===== src/rtl/zcpf_pkg.sv =====
// Shared types and constants of the zero-crossing period and frequency unit.
`default_nettype none

package zcpf_pkg;

    // Sample and block limits
    localparam int SAMPLE_W        = 16;
    localparam int INDEX_W         = 16;
    localparam int TIME_W          = 32;
    localparam int COUNT_W         = 16;
    localparam int CAP_W           = 8;
    localparam int RATE_W          = 28;
    localparam int MAX_STORED_CROSSINGS = 128;

    // Result field widths
    localparam int STATUS_W        = 2;
    localparam int PER_W           = 32;
    localparam int NS_W            = 54;
    localparam int FREQ_W          = 44;
    localparam int RESULT_W        = STATUS_W + COUNT_W + PER_W + NS_W + FREQ_W;
    localparam int OUT_TDATA_W     = ((RESULT_W + 7) / 8) * 8;

    // Serial divider sizing
    localparam int DIV_NUM_W       = 68;
    localparam int DIV_DEN_W       = 52;
    localparam int DIV_CNT_W       = 7;

    localparam logic [DIV_CNT_W-1:0] FRAC_STEPS = DIV_CNT_W'(16);
    localparam logic [DIV_CNT_W-1:0] PER_STEPS  = DIV_CNT_W'(32);
    localparam logic [DIV_CNT_W-1:0] NS_STEPS   = DIV_CNT_W'(62);
    localparam logic [DIV_CNT_W-1:0] FREQ_STEPS = DIV_CNT_W'(68);

    localparam logic [29:0]       NS_PER_S   = 30'd1_000_000_000;
    localparam logic [NS_W-1:0]   NS_MAX     = '1;
    localparam logic [FREQ_W-1:0] FREQ_MAX   = '1;
    localparam logic [RATE_W-1:0] RATE_RESET = RATE_W'(48000);

    // Request queue between front and back
    localparam int QUEUE_DEPTH     = 4;
    localparam int QUEUE_AW        = 2;

    typedef enum logic [STATUS_W-1:0] {
        STATUS_OK    = 2'd0,
        STATUS_FEW   = 2'd1,
        STATUS_RATE0 = 2'd2
    } t_status;

    typedef enum logic [2:0] {
        BS_IDLE,
        BS_FRAC,
        BS_DIFF,
        BS_MUL,
        BS_PER,
        BS_NS,
        BS_FREQ,
        BS_OUT
    } t_bstate;

    // One request from the front: a crossing, a block end, or both
    typedef struct packed {
        logic                 crossing;
        logic                 last;
        logic [SAMPLE_W-1:0]  neg;
        logic [SAMPLE_W-1:0]  den;
        logic [INDEX_W-1:0]   base;
    } t_entry;

    typedef struct packed {
        logic                  start;
        logic [DIV_DEN_W-1:0]  rem_init;
        logic [DIV_NUM_W-1:0]  num;
        logic [DIV_DEN_W-1:0]  den;
        logic [DIV_CNT_W-1:0]  steps;
    } t_div_req;

    typedef struct packed {
        logic                  busy;
        logic                  done;
        logic [DIV_NUM_W-1:0]  quo;
    } t_div_rsp;

    typedef struct packed {
        logic [FREQ_W-1:0]   freq;
        logic [NS_W-1:0]     ns;
        logic [PER_W-1:0]    per;
        logic [COUNT_W-1:0]  count;
        t_status             status;
    } t_result;

endpackage

`default_nettype wire


===== src/rtl/zcpf_front.sv =====
// Front end: takes samples, finds rising crossings and queues requests for the back end.
`default_nettype none

module zcpf_front
    import zcpf_pkg::*;
(
    input  wire logic                 i_clk,
    input  wire logic                 i_rst_n,
    input  wire logic                 i_s_tvalid,
    output logic                      o_s_tready,
    input  wire logic [SAMPLE_W-1:0]  i_sample,
    input  wire logic                 i_block_end,
    input  wire logic                 i_q_full,
    output logic                      o_q_push,
    output t_entry                    o_q_entry
);

    logic [SAMPLE_W-1:0] r_prev;
    logic                r_have;
    logic [INDEX_W-1:0]  r_index;

    logic                w_accept;
    logic                w_prev_nonpos;
    logic                w_cur_pos;
    logic                w_crossing;
    logic [SAMPLE_W:0]   w_den_wide;

    assign o_s_tready = !i_q_full;
    assign w_accept   = i_s_tvalid && !i_q_full;

    // Classify: previous at or below zero, current above zero
    assign w_prev_nonpos = r_prev[SAMPLE_W-1] || (r_prev == '0);
    assign w_cur_pos     = !i_sample[SAMPLE_W-1] && (i_sample != '0);
    assign w_crossing    = r_have && w_prev_nonpos && w_cur_pos;
    assign w_den_wide    = {i_sample[SAMPLE_W-1], i_sample} - {r_prev[SAMPLE_W-1], r_prev};

    // Build the request; only crossings and block ends are queued
    always_comb begin
        o_q_entry.crossing = w_crossing;
        o_q_entry.last     = i_block_end;
        o_q_entry.neg      = ~r_prev + SAMPLE_W'(1);
        o_q_entry.den      = w_den_wide[SAMPLE_W-1:0];
        o_q_entry.base     = r_index - INDEX_W'(1);
        o_q_push           = w_accept && (w_crossing || i_block_end);
    end

    // Track the previous sample and the index within the block
    always_ff @(posedge i_clk) begin
        if (!i_rst_n) begin
            r_prev  <= '0;
            r_have  <= 1'b0;
            r_index <= '0;
        end else if (w_accept) begin
            if (i_block_end) begin
                r_prev  <= '0;
                r_have  <= 1'b0;
                r_index <= '0;
            end else begin
                r_prev <= i_sample;
                r_have <= 1'b1;
                if (r_index != '1) begin
                    r_index <= r_index + INDEX_W'(1);
                end
            end
        end
    end

endmodule

`default_nettype wire


===== src/rtl/zcpf_queue.sv =====
// Short request queue that decouples the front end from the back end.
`default_nettype none

module zcpf_queue
    import zcpf_pkg::*;
(
    input  wire logic    i_clk,
    input  wire logic    i_rst_n,
    input  wire logic    i_push,
    input  wire t_entry  i_entry,
    output logic         o_full,
    input  wire logic    i_pop,
    output logic         o_valid,
    output t_entry       o_entry
);

    t_entry                r_slot [QUEUE_DEPTH];
    logic [QUEUE_AW-1:0]   r_wr_ptr;
    logic [QUEUE_AW-1:0]   r_rd_ptr;
    logic [QUEUE_AW:0]     r_count;

    logic w_push;
    logic w_pop;

    assign o_full  = (r_count == (QUEUE_AW+1)'(QUEUE_DEPTH));
    assign o_valid = (r_count != '0);
    assign o_entry = r_slot[r_rd_ptr];
    assign w_push  = i_push && !o_full;
    assign w_pop   = i_pop && o_valid;

    // Store requests
    always_ff @(posedge i_clk) begin
        if (w_push) begin
            r_slot[r_wr_ptr] <= i_entry;
        end
    end

    // Advance pointers and fill level
    always_ff @(posedge i_clk) begin
        if (!i_rst_n) begin
            r_wr_ptr <= '0;
            r_rd_ptr <= '0;
            r_count  <= '0;
        end else begin
            if (w_push) begin
                r_wr_ptr <= r_wr_ptr + QUEUE_AW'(1);
            end
            if (w_pop) begin
                r_rd_ptr <= r_rd_ptr + QUEUE_AW'(1);
            end
            if (w_push && !w_pop) begin
                r_count <= r_count + (QUEUE_AW+1)'(1);
            end else if (w_pop && !w_push) begin
                r_count <= r_count - (QUEUE_AW+1)'(1);
            end
        end
    end

endmodule

`default_nettype wire


===== src/rtl/zcpf_div.sv =====
// Restoring serial divider, one quotient bit per cycle, shared by all divisions.
`default_nettype none

module zcpf_div
    import zcpf_pkg::*;
(
    input  wire logic      i_clk,
    input  wire logic      i_rst_n,
    input  wire t_div_req  i_req,
    output t_div_rsp       o_rsp
);

    logic [DIV_DEN_W-1:0] r_rem;
    logic [DIV_NUM_W-1:0] r_num;
    logic [DIV_DEN_W-1:0] r_den;
    logic [DIV_NUM_W-1:0] r_quo;
    logic [DIV_CNT_W-1:0] r_cnt;
    logic                 r_busy;
    logic                 r_done;

    logic [DIV_DEN_W:0]   w_shifted;
    logic [DIV_DEN_W+1:0] w_trial;
    logic                 w_fits;

    // Shift in the next numerator bit and try the subtraction
    assign w_shifted = {r_rem, r_num[DIV_NUM_W-1]};
    assign w_trial   = {1'b0, w_shifted} - {2'b00, r_den};
    assign w_fits    = !w_trial[DIV_DEN_W+1];

    assign o_rsp.busy = r_busy;
    assign o_rsp.done = r_done;
    assign o_rsp.quo  = r_quo;

    // Datapath
    always_ff @(posedge i_clk) begin
        if (i_req.start) begin
            r_rem <= i_req.rem_init;
            r_num <= i_req.num;
            r_den <= i_req.den;
            r_quo <= '0;
        end else if (r_busy) begin
            r_rem <= w_fits ? w_trial[DIV_DEN_W-1:0] : w_shifted[DIV_DEN_W-1:0];
            r_num <= {r_num[DIV_NUM_W-2:0], 1'b0};
            r_quo <= {r_quo[DIV_NUM_W-2:0], w_fits};
        end
    end

    // Step count and completion pulse
    always_ff @(posedge i_clk) begin
        if (!i_rst_n) begin
            r_cnt  <= '0;
            r_busy <= 1'b0;
            r_done <= 1'b0;
        end else begin
            r_done <= 1'b0;
            if (i_req.start) begin
                r_cnt  <= i_req.steps;
                r_busy <= 1'b1;
            end else if (r_busy) begin
                r_cnt <= r_cnt - DIV_CNT_W'(1);
                if (r_cnt == DIV_CNT_W'(1)) begin
                    r_busy <= 1'b0;
                    r_done <= 1'b1;
                end
            end
        end
    end

endmodule

`default_nettype wire


===== src/rtl/zcpf_back.sv =====
// Back end: crossing times, block statistics and the result register.
`default_nettype none

module zcpf_back
    import zcpf_pkg::*;
(
    input  wire logic               i_clk,
    input  wire logic               i_rst_n,
    input  wire logic               i_q_valid,
    input  wire t_entry             i_q_entry,
    output logic                    o_q_pop,
    input  wire logic [RATE_W-1:0]  i_rate,
    output t_div_req                o_div_req,
    input  wire t_div_rsp           i_div_rsp,
    output logic                    o_m_tvalid,
    input  wire logic               i_m_tready,
    output t_result                 o_result
);

    t_bstate              r_state;
    t_bstate              n_state;

    // Request in flight
    logic                 r_last;
    logic [INDEX_W-1:0]   r_base;

    // Block statistics
    logic [TIME_W-1:0]    r_first;
    logic [TIME_W-1:0]    r_latest;
    logic [COUNT_W-1:0]   r_total;
    logic [TIME_W-1:0]    r_cap_latest;
    logic [CAP_W-1:0]     r_cap_count;

    // Closing arithmetic
    logic [TIME_W-1:0]    r_diff;
    logic [TIME_W-1:0]    r_cdiff;
    logic [COUNT_W-1:0]   r_periods;
    logic [CAP_W-2:0]     r_cap_m1;
    logic [61:0]          r_prod;
    logic [43:0]          r_pf;
    logic [34:0]          r_q;
    t_status              r_status;
    logic [COUNT_W-1:0]   r_count;
    logic [PER_W-1:0]     r_per;
    logic [NS_W-1:0]      r_ns;
    logic [FREQ_W-1:0]    r_freq;

    t_result              r_res;
    logic                 r_ovalid;

    t_status              w_status;
    logic [TIME_W-1:0]    w_time;
    logic                 w_out_free;

    assign w_time     = {r_base, i_div_rsp.quo[15:0]};
    assign w_out_free = !r_ovalid || i_m_tready;
    assign o_m_tvalid = r_ovalid;
    assign o_result   = r_res;

    // Rate zero wins over too few crossings
    always_comb begin
        if (i_rate == '0) begin
            w_status = STATUS_RATE0;
        end else if (r_total < COUNT_W'(2)) begin
            w_status = STATUS_FEW;
        end else begin
            w_status = STATUS_OK;
        end
    end

    // State register
    always_ff @(posedge i_clk) begin
        if (!i_rst_n) begin
            r_state <= BS_IDLE;
        end else begin
            r_state <= n_state;
        end
    end

    // Sequencer: next state, queue pop and divider launches
    always_comb begin
        n_state   = r_state;
        o_q_pop   = 1'b0;
        o_div_req = '0;
        unique case (r_state)
            BS_IDLE: begin
                if (i_q_valid) begin
                    o_q_pop = 1'b1;
                    if (i_q_entry.crossing) begin
                        o_div_req.start    = 1'b1;
                        o_div_req.rem_init = DIV_DEN_W'(i_q_entry.neg);
                        o_div_req.num      = '0;
                        o_div_req.den      = DIV_DEN_W'(i_q_entry.den);
                        o_div_req.steps    = FRAC_STEPS;
                        n_state            = BS_FRAC;
                    end else begin
                        n_state = BS_DIFF;
                    end
                end
            end
            BS_FRAC: begin
                if (i_div_rsp.done) begin
                    n_state = r_last ? BS_DIFF : BS_IDLE;
                end
            end
            BS_DIFF: begin
                n_state = (w_status == STATUS_OK) ? BS_MUL : BS_OUT;
            end
            BS_MUL: begin
                o_div_req.start = 1'b1;
                o_div_req.num   = {r_diff, (DIV_NUM_W-TIME_W)'(0)};
                o_div_req.den   = DIV_DEN_W'(r_periods);
                o_div_req.steps = PER_STEPS;
                n_state         = BS_PER;
            end
            BS_PER: begin
                if (i_div_rsp.done) begin
                    o_div_req.start = 1'b1;
                    o_div_req.num   = {r_prod, 6'b0};
                    o_div_req.den   = {r_pf, 8'b0};
                    o_div_req.steps = NS_STEPS;
                    n_state         = BS_NS;
                end
            end
            BS_NS: begin
                if (i_div_rsp.done) begin
                    if (r_cdiff == '0) begin
                        n_state = BS_OUT;
                    end else begin
                        o_div_req.start = 1'b1;
                        o_div_req.num   = {1'b0, r_q, 32'b0};
                        o_div_req.den   = DIV_DEN_W'(r_cdiff);
                        o_div_req.steps = FREQ_STEPS;
                        n_state         = BS_FREQ;
                    end
                end
            end
            BS_FREQ: begin
                if (i_div_rsp.done) begin
                    n_state = BS_OUT;
                end
            end
            BS_OUT: begin
                if (w_out_free) begin
                    n_state = BS_IDLE;
                end
            end
            default: begin
                n_state = BS_IDLE;
            end
        endcase
    end

    // Latch the popped request
    always_ff @(posedge i_clk) begin
        if (r_state == BS_IDLE && i_q_valid) begin
            r_last <= i_q_entry.last;
            r_base <= i_q_entry.base;
        end
    end

    // Accumulate crossing times; drop them once the block is closed
    always_ff @(posedge i_clk) begin
        if (!i_rst_n) begin
            r_first      <= '0;
            r_latest     <= '0;
            r_total      <= '0;
            r_cap_latest <= '0;
            r_cap_count  <= '0;
        end else if (r_state == BS_FRAC && i_div_rsp.done) begin
            if (r_total == '0) begin
                r_first <= w_time;
            end
            r_latest <= w_time;
            if (r_total != '1) begin
                r_total <= r_total + COUNT_W'(1);
            end
            if (r_cap_count < CAP_W'(MAX_STORED_CROSSINGS)) begin
                r_cap_latest <= w_time;
                r_cap_count  <= r_cap_count + CAP_W'(1);
            end
        end else if (r_state == BS_DIFF) begin
            r_first      <= '0;
            r_latest     <= '0;
            r_total      <= '0;
            r_cap_latest <= '0;
            r_cap_count  <= '0;
        end
    end

    // Closing arithmetic, one step per state
    always_ff @(posedge i_clk) begin
        if (r_state == BS_DIFF) begin
            r_diff    <= (r_latest > r_first) ? (r_latest - r_first) : '0;
            r_cdiff   <= (r_cap_latest > r_first) ? (r_cap_latest - r_first) : '0;
            r_periods <= r_total - COUNT_W'(1);
            r_cap_m1  <= r_cap_count[CAP_W-2:0] - (CAP_W-1)'(1);
            r_status  <= w_status;
            r_count   <= r_total;
            r_per     <= '0;
            r_ns      <= '0;
            r_freq    <= '0;
        end
        if (r_state == BS_MUL) begin
            r_prod <= 62'(r_diff) * 62'(NS_PER_S);
            r_pf   <= 44'(r_periods) * 44'(i_rate);
            r_q    <= 35'(i_rate) * 35'(r_cap_m1);
        end
        if (r_state == BS_PER && i_div_rsp.done) begin
            r_per <= i_div_rsp.quo[PER_W-1:0];
        end
        if (r_state == BS_NS && i_div_rsp.done) begin
            r_ns <= (|i_div_rsp.quo[61:NS_W]) ? NS_MAX : i_div_rsp.quo[NS_W-1:0];
            if (r_cdiff == '0) begin
                r_freq <= FREQ_MAX;
            end
        end
        if (r_state == BS_FREQ && i_div_rsp.done) begin
            r_freq <= (|i_div_rsp.quo[DIV_NUM_W-1:FREQ_W]) ? FREQ_MAX
                                                           : i_div_rsp.quo[FREQ_W-1:0];
        end
    end

    // Result register: hold until taken
    always_ff @(posedge i_clk) begin
        if (!i_rst_n) begin
            r_ovalid <= 1'b0;
        end else if (r_state == BS_OUT && w_out_free) begin
            r_ovalid <= 1'b1;
        end else if (i_m_tready) begin
            r_ovalid <= 1'b0;
        end
    end

    always_ff @(posedge i_clk) begin
        if (r_state == BS_OUT && w_out_free) begin
            r_res.status <= r_status;
            r_res.count  <= r_count;
            r_res.per    <= r_per;
            r_res.ns     <= r_ns;
            r_res.freq   <= r_freq;
        end
    end

endmodule

`default_nettype wire


===== src/rtl/zero_cross_period_freq_unit.sv =====
// Top level of the zero-crossing period and frequency unit.
//
// Samples stream in on the slave side, the final sample of a block marked by tlast.
// A sample that is neither a rising crossing nor a block end queues no request; a
// rising crossing costs the back end a 16-step serial division that finds its
// fractional time. A four-entry request queue lets the front keep taking samples
// while the back end works. Closing a block takes divisions of 32, 62 and 68 steps on
// the same divider plus set-up; then one result leaves through the master-side register.
// The user must write the sample rate register on the cfg channel only while the unit is
// idle; the block itself does not enforce this. The register resets to 48000 Hz.
`default_nettype none

module zero_cross_period_freq_unit
    import zcpf_pkg::*;
(
    input  wire logic                    i_clk,
    input  wire logic                    i_rst_n,
    // sample stream
    input  wire logic                    i_s_tvalid,
    output logic                         o_s_tready,
    input  wire logic [SAMPLE_W-1:0]     i_s_tdata,   // sample[15:0]
    input  wire logic                    i_s_tlast,   // block_end
    // result stream
    output logic                         o_m_tvalid,
    input  wire logic                    i_m_tready,
    // status[1:0], crossing_count[17:2], period_samples_q16[49:18],
    // period_ns_q8[103:50], frequency_hz_q16[147:104], zero[151:148]
    output logic [OUT_TDATA_W-1:0]       o_m_tdata,
    // sample rate register
    input  wire logic                    i_cfg_valid,
    output logic                         o_cfg_ready,
    input  wire logic [RATE_W-1:0]       i_cfg_data   // sample_rate_hz
);

    logic [RATE_W-1:0] r_rate;

    logic      w_q_push;
    logic      w_q_full;
    logic      w_q_pop;
    logic      w_q_valid;
    t_entry    w_push_entry;
    t_entry    w_head_entry;
    t_div_req  w_div_req;
    t_div_rsp  w_div_rsp;
    t_result   w_result;

    // Sample rate register
    assign o_cfg_ready = 1'b1;

    always_ff @(posedge i_clk) begin
        if (!i_rst_n) begin
            r_rate <= RATE_RESET;
        end else if (i_cfg_valid) begin
            r_rate <= i_cfg_data;
        end
    end

    zcpf_front u_front (
        .i_clk       (i_clk),
        .i_rst_n     (i_rst_n),
        .i_s_tvalid  (i_s_tvalid),
        .o_s_tready  (o_s_tready),
        .i_sample    (i_s_tdata),
        .i_block_end (i_s_tlast),
        .i_q_full    (w_q_full),
        .o_q_push    (w_q_push),
        .o_q_entry   (w_push_entry)
    );

    zcpf_queue u_queue (
        .i_clk   (i_clk),
        .i_rst_n (i_rst_n),
        .i_push  (w_q_push),
        .i_entry (w_push_entry),
        .o_full  (w_q_full),
        .i_pop   (w_q_pop),
        .o_valid (w_q_valid),
        .o_entry (w_head_entry)
    );

    zcpf_div u_div (
        .i_clk   (i_clk),
        .i_rst_n (i_rst_n),
        .i_req   (w_div_req),
        .o_rsp   (w_div_rsp)
    );

    zcpf_back u_back (
        .i_clk      (i_clk),
        .i_rst_n    (i_rst_n),
        .i_q_valid  (w_q_valid),
        .i_q_entry  (w_head_entry),
        .o_q_pop    (w_q_pop),
        .i_rate     (r_rate),
        .o_div_req  (w_div_req),
        .i_div_rsp  (w_div_rsp),
        .o_m_tvalid (o_m_tvalid),
        .i_m_tready (i_m_tready),
        .o_result   (w_result)
    );

    // Pack the result, first field lowest
    assign o_m_tdata = {(OUT_TDATA_W-RESULT_W)'(0), w_result.freq, w_result.ns,
                        w_result.per, w_result.count, w_result.status};

`ifndef ASSERT_OFF
    // Front pushes only into a queue with room
    a_no_overflow: assert property (@(posedge i_clk) disable iff (!i_rst_n)
        w_q_push |-> !w_q_full)
        else $error("request pushed into a full queue");

    // Divider is launched only while idle
    a_div_idle: assert property (@(posedge i_clk) disable iff (!i_rst_n)
        w_div_req.start |-> !w_div_rsp.busy)
        else $error("divider launched while busy");

    // An ok result always rests on at least two crossings
    a_ok_count: assert property (@(posedge i_clk) disable iff (!i_rst_n)
        (o_m_tvalid && w_result.status == STATUS_OK) |-> (w_result.count >= COUNT_W'(2)))
        else $error("ok status with fewer than two crossings");

    // Pop only a waiting request, and only while the divider is idle
    a_pop_idle: assert property (@(posedge i_clk) disable iff (!i_rst_n)
        w_q_pop |-> w_q_valid && !w_div_rsp.busy)
        else $error("request popped while divider busy or queue empty");
`endif

endmodule

`default_nettype wire


===== config.mk =====
export PLATFORM = sky130hd
export DESIGN_NAME = zero_cross_period_freq_unit
export DESIGN_NICKNAME = d
export VERILOG_FILES = /design/src/rtl/zcpf_pkg.sv /design/src/rtl/zcpf_front.sv /design/src/rtl/zcpf_queue.sv /design/src/rtl/zcpf_div.sv /design/src/rtl/zcpf_back.sv /design/src/rtl/zero_cross_period_freq_unit.sv
export SDC_FILE = /design/constraint.sdc
export NUM_CORES = 2
export LEC_CHECK = 0
export ABC_AREA = 1
export ABC_CLOCK_PERIOD_IN_PS = 10300
export BUFFER_PORTS_ARGS = -buffer_cell sky130_fd_sc_hd__buf_2
export CAP_MARGIN = 20
export CORE_MARGIN = 2
export CORE_UTILIZATION = 30
export DETAILED_ROUTE_END_ITERATION = 6
export PLACE_DENSITY = 0.48
export SYNTH_ARGS = -nofsm -noshare
export SYNTH_HDL_FRONTEND = slang
export SYNTH_SLANG_ARGS = --single-unit

===== constraint.sdc =====
create_clock -name i_clk -period 10.3 [get_ports i_clk]
set_clock_uncertainty 0.1 [all_clocks]
set_input_delay 2.06 -clock i_clk [delete_from_list [all_inputs] [get_ports i_clk]]
set_output_delay 2.06 -clock i_clk [all_outputs]
set_load 0.01 [all_outputs]

# After elaboration in Yosys (flattened, before gate mapping)
# Memories as Yosys holds them, arrays and structs flattened. A register that Yosys moved wholly into a read port is not among the register bits.
# Index checks and enable logic that the tools add are counted.
classes:
  n_addsub: 16
  n_mul: 3
  n_lt_le_gt_ge: 4
  n_eq_ne: 20
  mux: 70
  bitwise: 3
  reduce_logical: 47
op_table:
  columns: ["operator", "count"]
  rows:
  - ["case mux 127 bit (4 select lines)", 1]
  - ["two-way mux 180 bit", 2]
  - ["two-way mux 127 bit", 2]
  - ["two-way mux 32 bit", 7]
  - ["two-way mux 44 bit", 5]
  - ["two-way mux 52 bit", 4]
  - ["two-way mux 54 bit", 3]
  - ["two-way mux 68 bit", 2]
  - ["two-way mux 126 bit", 1]
  - ["two-way mux 16 bit", 6]
  - ["> comparator 32 bit", 2]
  - ["subtractor 32 bit", 2]
  - ["subtractor 53 x 52 -> 54 bit", 1]
  - ["multiplier 32 x 21 -> 53 bit (second input constant)", 1]
  - ["adder 16 x 1 -> 16 bit (second input constant)", 3]
  - ["multiplier 16 x 28 -> 44 bit", 1]
  - ["multiplier 28 x 7 -> 35 bit", 1]
  - ["zero test 16 bit", 2]
  - ["zero test 32 bit", 1]
  - ["!= test 16 bit (second input constant)", 2]
  - ["subtractor 16 x 1 -> 16 bit (second input constant)", 2]
  - ["zero test 28 bit", 1]
  - ["two-way mux 3 bit", 9]
  - ["two-way mux 8 bit", 3]
  - ["other kinds (34)", 99]
word_totals:
  ff_bits: 973
  ram_bits: 200
  input_bits: 50
  out_inout_bits: 155
  word_cells: 204
  memories: 1
memory_table:
  columns: ["memory", "words", "width", "read_ports", "rd_ports_with_merged_regs", "wr", "line_no", "rtl"]
  rows:
  - ["u_queue.r_slot", 4, 50, 1, 1, 1, "zcpf_queue.sv:17", "t_entry r_slot [QUEUE_DEPTH];"]

# Logic depth before layout (Yosys ltp)
depth:
  depth_word: 11
  mapped_depth: 27
  mapped_depth_nobuf: 26

# By module
# Synthesis repeated with hierarchy kept, for this count alone.
hier_totals:
  hier_cells: 11650
  area_unflattened_um2: 94406.8
by_module_without_submodules:
  columns: ["mod", "instances", "cells_each", "area_per_inst_um2", "seq_area_each_um2"]
  rows:
  - ["zcpf_back", 1, 8343, 67065.6, 18017.3]
  - ["zcpf_div", 1, 2058, 14985.6, 6706.4]
  - ["zcpf_queue", 1, 552, 8037.7, 6185.9]
  - ["zcpf_front", 1, 526, 3144.3, 660.6]
  - ["zero_cross_period_freq_unit", 1, 171, 1173.6, 560.5]

# Worst setup path after synthesis
# OpenSTA, ideal clock, no wires.
synth_path:
  kind: "input to register"
  from: "input i_m_tready"
  to: "register u_back.r_res (netlist bit u_back.o_result[0]), enable pin"
  setup_ns: 0.658
  arrival_ns: 8.242
  required_ns: 9.542
  path_slack_ns: 1.299
  path_stages: 2
  path_buffers: 0
  cell_sequence: "nor2_1 -> nor2_1"
synth_via:
  elab_chain_len: 2
synth_lines:
  columns: ["element", "line_no", "rtl"]
  rows:
  - ["from (decl)", "zero_cross_period_freq_unit.sv:25", "input wire logic i_m_tready,"]
  - ["logical OR 1 bit", "zcpf_back.sv:56", "assign w_out_free = !r_ovalid || i_m_tready;"]
  - ["logical AND 1 bit", "zcpf_back.sv:236", "if (r_state == BS_OUT && w_out_free) begin"]
  - ["to (decl)", "zcpf_back.sv:48", "t_result r_res;"]
# No other way between the ends.
# A chain may end at the register's enable or synchronous reset.

# Worst setup path in the final report
layout_path:
  from: "register r_rate[12]"
  to: "register u_back.r_pf[22] (data pin)"
layout_via:
  elab_chain_len: 1
layout_lines:
  columns: ["element", "line_no", "rtl"]
  rows:
  - ["from (decl)", "zero_cross_period_freq_unit.sv:35", "logic [RATE_W-1:0] r_rate;"]
  - ["from (signal assigned)", "zero_cross_period_freq_unit.sv:54", "r_rate <= i_cfg_data;"]
  - ["multiplier 16 x 28 -> 44 bit", "zcpf_back.sv:206", "r_pf <= 44'(r_periods) * 44'(i_rate);"]
  - ["to (signal assigned)", "zcpf_back.sv:206", null]
  - ["to (decl)", "zcpf_back.sv:40", "logic [43:0] r_pf;"]
# No other way between the ends.

==> metrics.txt <==
initial antenna violation count 7; H-tree levels 4; DR WL/cell slightly above 20 um; cts hold-fix bufs 0; GRT Total Usage 0.1918; Post-Syn Area per Cell 8.736 um^2; Fin Setup TNS 0 ps; TritonCTS Buffers ~150; post-route ant nets 0; total gr overflow 0; maximum clock path buffer count 4; Ports about 210; Total Wirelength a little under 300 mm; Tcrit/Tclk final 0.6766; met3 wire len ~13 mm; met2 wire len about 140 mm; Ys Warns 0; die height 545.2 um; Mapped Area slightly below 90000 um^2; library cells used by synthesis between 50 and 60; largest net degree at the start of global routing 131; DR vias/cell ~4.8; CP required 10710 ps; RSZ-0062 raised after global routing false; nets about 12000; Slew Viols, Final 0; startpoint types register; top post-synthesis cells by area edfxtp_1 29%, fa_1 18%, nand2_1 9.6%; share of post-route cells with drive strength above 1 0.05597; Yosys reg bits 1160; status complete, but fails checks; DIE AREA 297300 um^2; PostCTS Resize Cnt 0; routability congestion estimate 0.9212; failing checks design-rule violations; Post-synth EDFFs 845; Async SR Flop Fraction 0; CP peak stage delay a little under 700 ps; most frequent cells in the layout 2247 x nand2_1, 2017 x inv_1, 845 x edfxtp_1; first-pass iteration count of the detailed router 7; Hold Crit Class register to register; first-pass GRT wire length 438.3 mm; most common cell after layout, fill and taps aside nand2_1; top cell type's share of synthesized area 0.2887; Most used DFF post-synth edfxtp_1; CTS clk-pin slew, worst paths about 70 ps; length of routed wiring on met1 133.7 mm; Worst slew margin 0.2518; maximum fanout along the worst path 16; clk_lat worst skew between 800 and 900 ps; cells after synthesis 10060; Slew @ Worst Pin about 1100 ps; critical path cell sequence buf_4 -> nand2_1 -> fa_1 -> inv_1 -> fa_1 -> inv_1 -> fa_1 -> inv_1 -> fa_1 -> inv_1 -> fa_1 -> inv_1 -> fa_1 -> ha_1 -> a21oi_1 -> a21boi_0 -> nand2_1 -> nand2_1 -> nand2_1 -> nand2_1 -> nand2_1 -> xor2_1; slowest CP cell dfxtp_1; vias in the first global route about 70000; Starting Density 0.3019; num rows roughly 200; core area between 200000 and 300000 um^2; DRC violations left 2; IO Port Bufs approximately 200; min Tclk post-route around 7000 ps; Area Overhead vs Synth 11.36%; CTS tree yes; fmax between 100 and 150 MHz; max cap viols 0; post-synthesis sequential area ratio 0.3605; nature of the critical path endpoint register; die width between 500 and 600 um; CTS sink count ~1200; final-report setup violation count 0; critical path class register to register; worst path arrival time about 7400 ps; dpl hpwl ~220 mm; Synth area leader edfxtp_1; Post-CTS Repair Setup Buffers 0; vias between 60000 and 70000; Fin. Hold Viols 0; drt initial violations about 4700; CTS root buffer clkbuf_16; highest routed layer met5
-- kinds of logic after synthesis --
logic type / Yosys count / synth area share
buffers and inverters: 2385 / 0.1036
XOR/XNOR: 217 / 0.02163
adder cells (fa/ha/maj): 1388 / 0.2666
AO/OA/AOI/OAI: 1240 / 0.07818
other: 2 / 0.00008546
AND/OR/NAND/NOR: 3668 / 0.1694
flip-flops: 1160 / 0.3605
-- layer usage --
metal / vias up / track usage
met5: - / 0
met4: 4 / 0.04703
met3: 356 / 0.01986
met2: 1697 / 0.3205
met1: 33870 / 0.2649
li1: 31920 / -
-- sequential cells by signal (all words and copies together) (netlist names), 16 cells and up, named ones only --
register,count
r_rate,28
u_back.o_result,148
u_back.r_base,16
u_back.r_cap_latest,32
u_back.r_cdiff,32
u_back.r_count,16
u_back.r_diff,32
u_back.r_first,32
u_back.r_freq,44
u_back.r_latest,32
u_back.r_ns,54
u_back.r_per,32
u_back.r_periods,16
u_back.r_pf,44
u_back.r_prod,53
u_back.r_q,35
u_back.r_total,16
u_div.r_den,52
u_div.r_num,53
u_div.r_quo,68
u_div.r_rem,52
u_front.r_index,16
u_front.r_prev,16
u_queue.r_slot,200
-- critical path, delay by kind of cell (launching register included) --
kind,cells,cell delay (ps)
and+or+nand+nor,6,770
DFF,1,690
adders and majority gates,7,3450
AOI/OAI and AO/OA,2,760
xor gates and xnor gates,1,160
buffers and inverters,6,690
-- through the flow --
| stage | cells | setup slack, ps | cell area, um^2 | util | hold WS [ps] |
|---|---|---|---|---|---|
| after floorplan | 10060 | 1299 | 87890 | - | 300.3 |
| after global placement | 13900 | 3396 | 93070 | 0.3197 | 303.2 |
| after detailed placement | 13900 | 3413 | 93110 | 0.3199 | 304.5 |
| after CTS | 14150 | 3292 | 97740 | 0.3358 | 295.3 |
| after global routing | 14160 | 3026 | 97860 | 0.3362 | 311.4 |
| final | 14160 | 3331 | 97870 | 0.3362 | 296.6 |
-- synthesized netlist by cell type (25+ instances only) --
library cell	count
a21o_1	25
fa_1	808
nor3_1	142
ha_1	580
o22ai_1	106
nor4_1	27
a21oi_1	555
dfxtp_1	315
xnor2_1	56
nand3b_1	38
clkbuf_1	255
buf_2	45
inv_1	2020
o21a_1	25
a31oi_1	57
nand3_1	270
o21bai_1	36
nand4_1	108
nand2_1	2255
edfxtp_1	845
xor2_1	161
nor2_1	795
o21ai_0	368
buf_1	31
-- path summary, 6_finish.rpt --
path | depth (start not counted) | startpoint | endpoint | slack [ps]
hold / removal | 0 | u_back.r_ns[51] | u_back.o_result[101] | 300
setup reg to reg | 22 | r_rate[12] | u_back.r_pf[22] | 3330
setup / recovery | 22 | r_rate[12] | u_back.r_pf[22] | 3330
hold reg to reg | 0 | u_back.r_ns[51] | u_back.o_result[101] | 300
-- layout make-up --
cell class	instances	area (um^2)
diodes	3	7.507
clock buffers	184	3836
clock inverters	69	789.5
fillers	30260	193200
inverters	2036	7649
multi-input cells	6518	47210
flip-flops and latches	1160	31680
well taps	3900	4880
repair buffers	289	1817
Power is not shown: default switching activity piles up to over one toggle a cycle in this logic, so the estimate is an artifact.
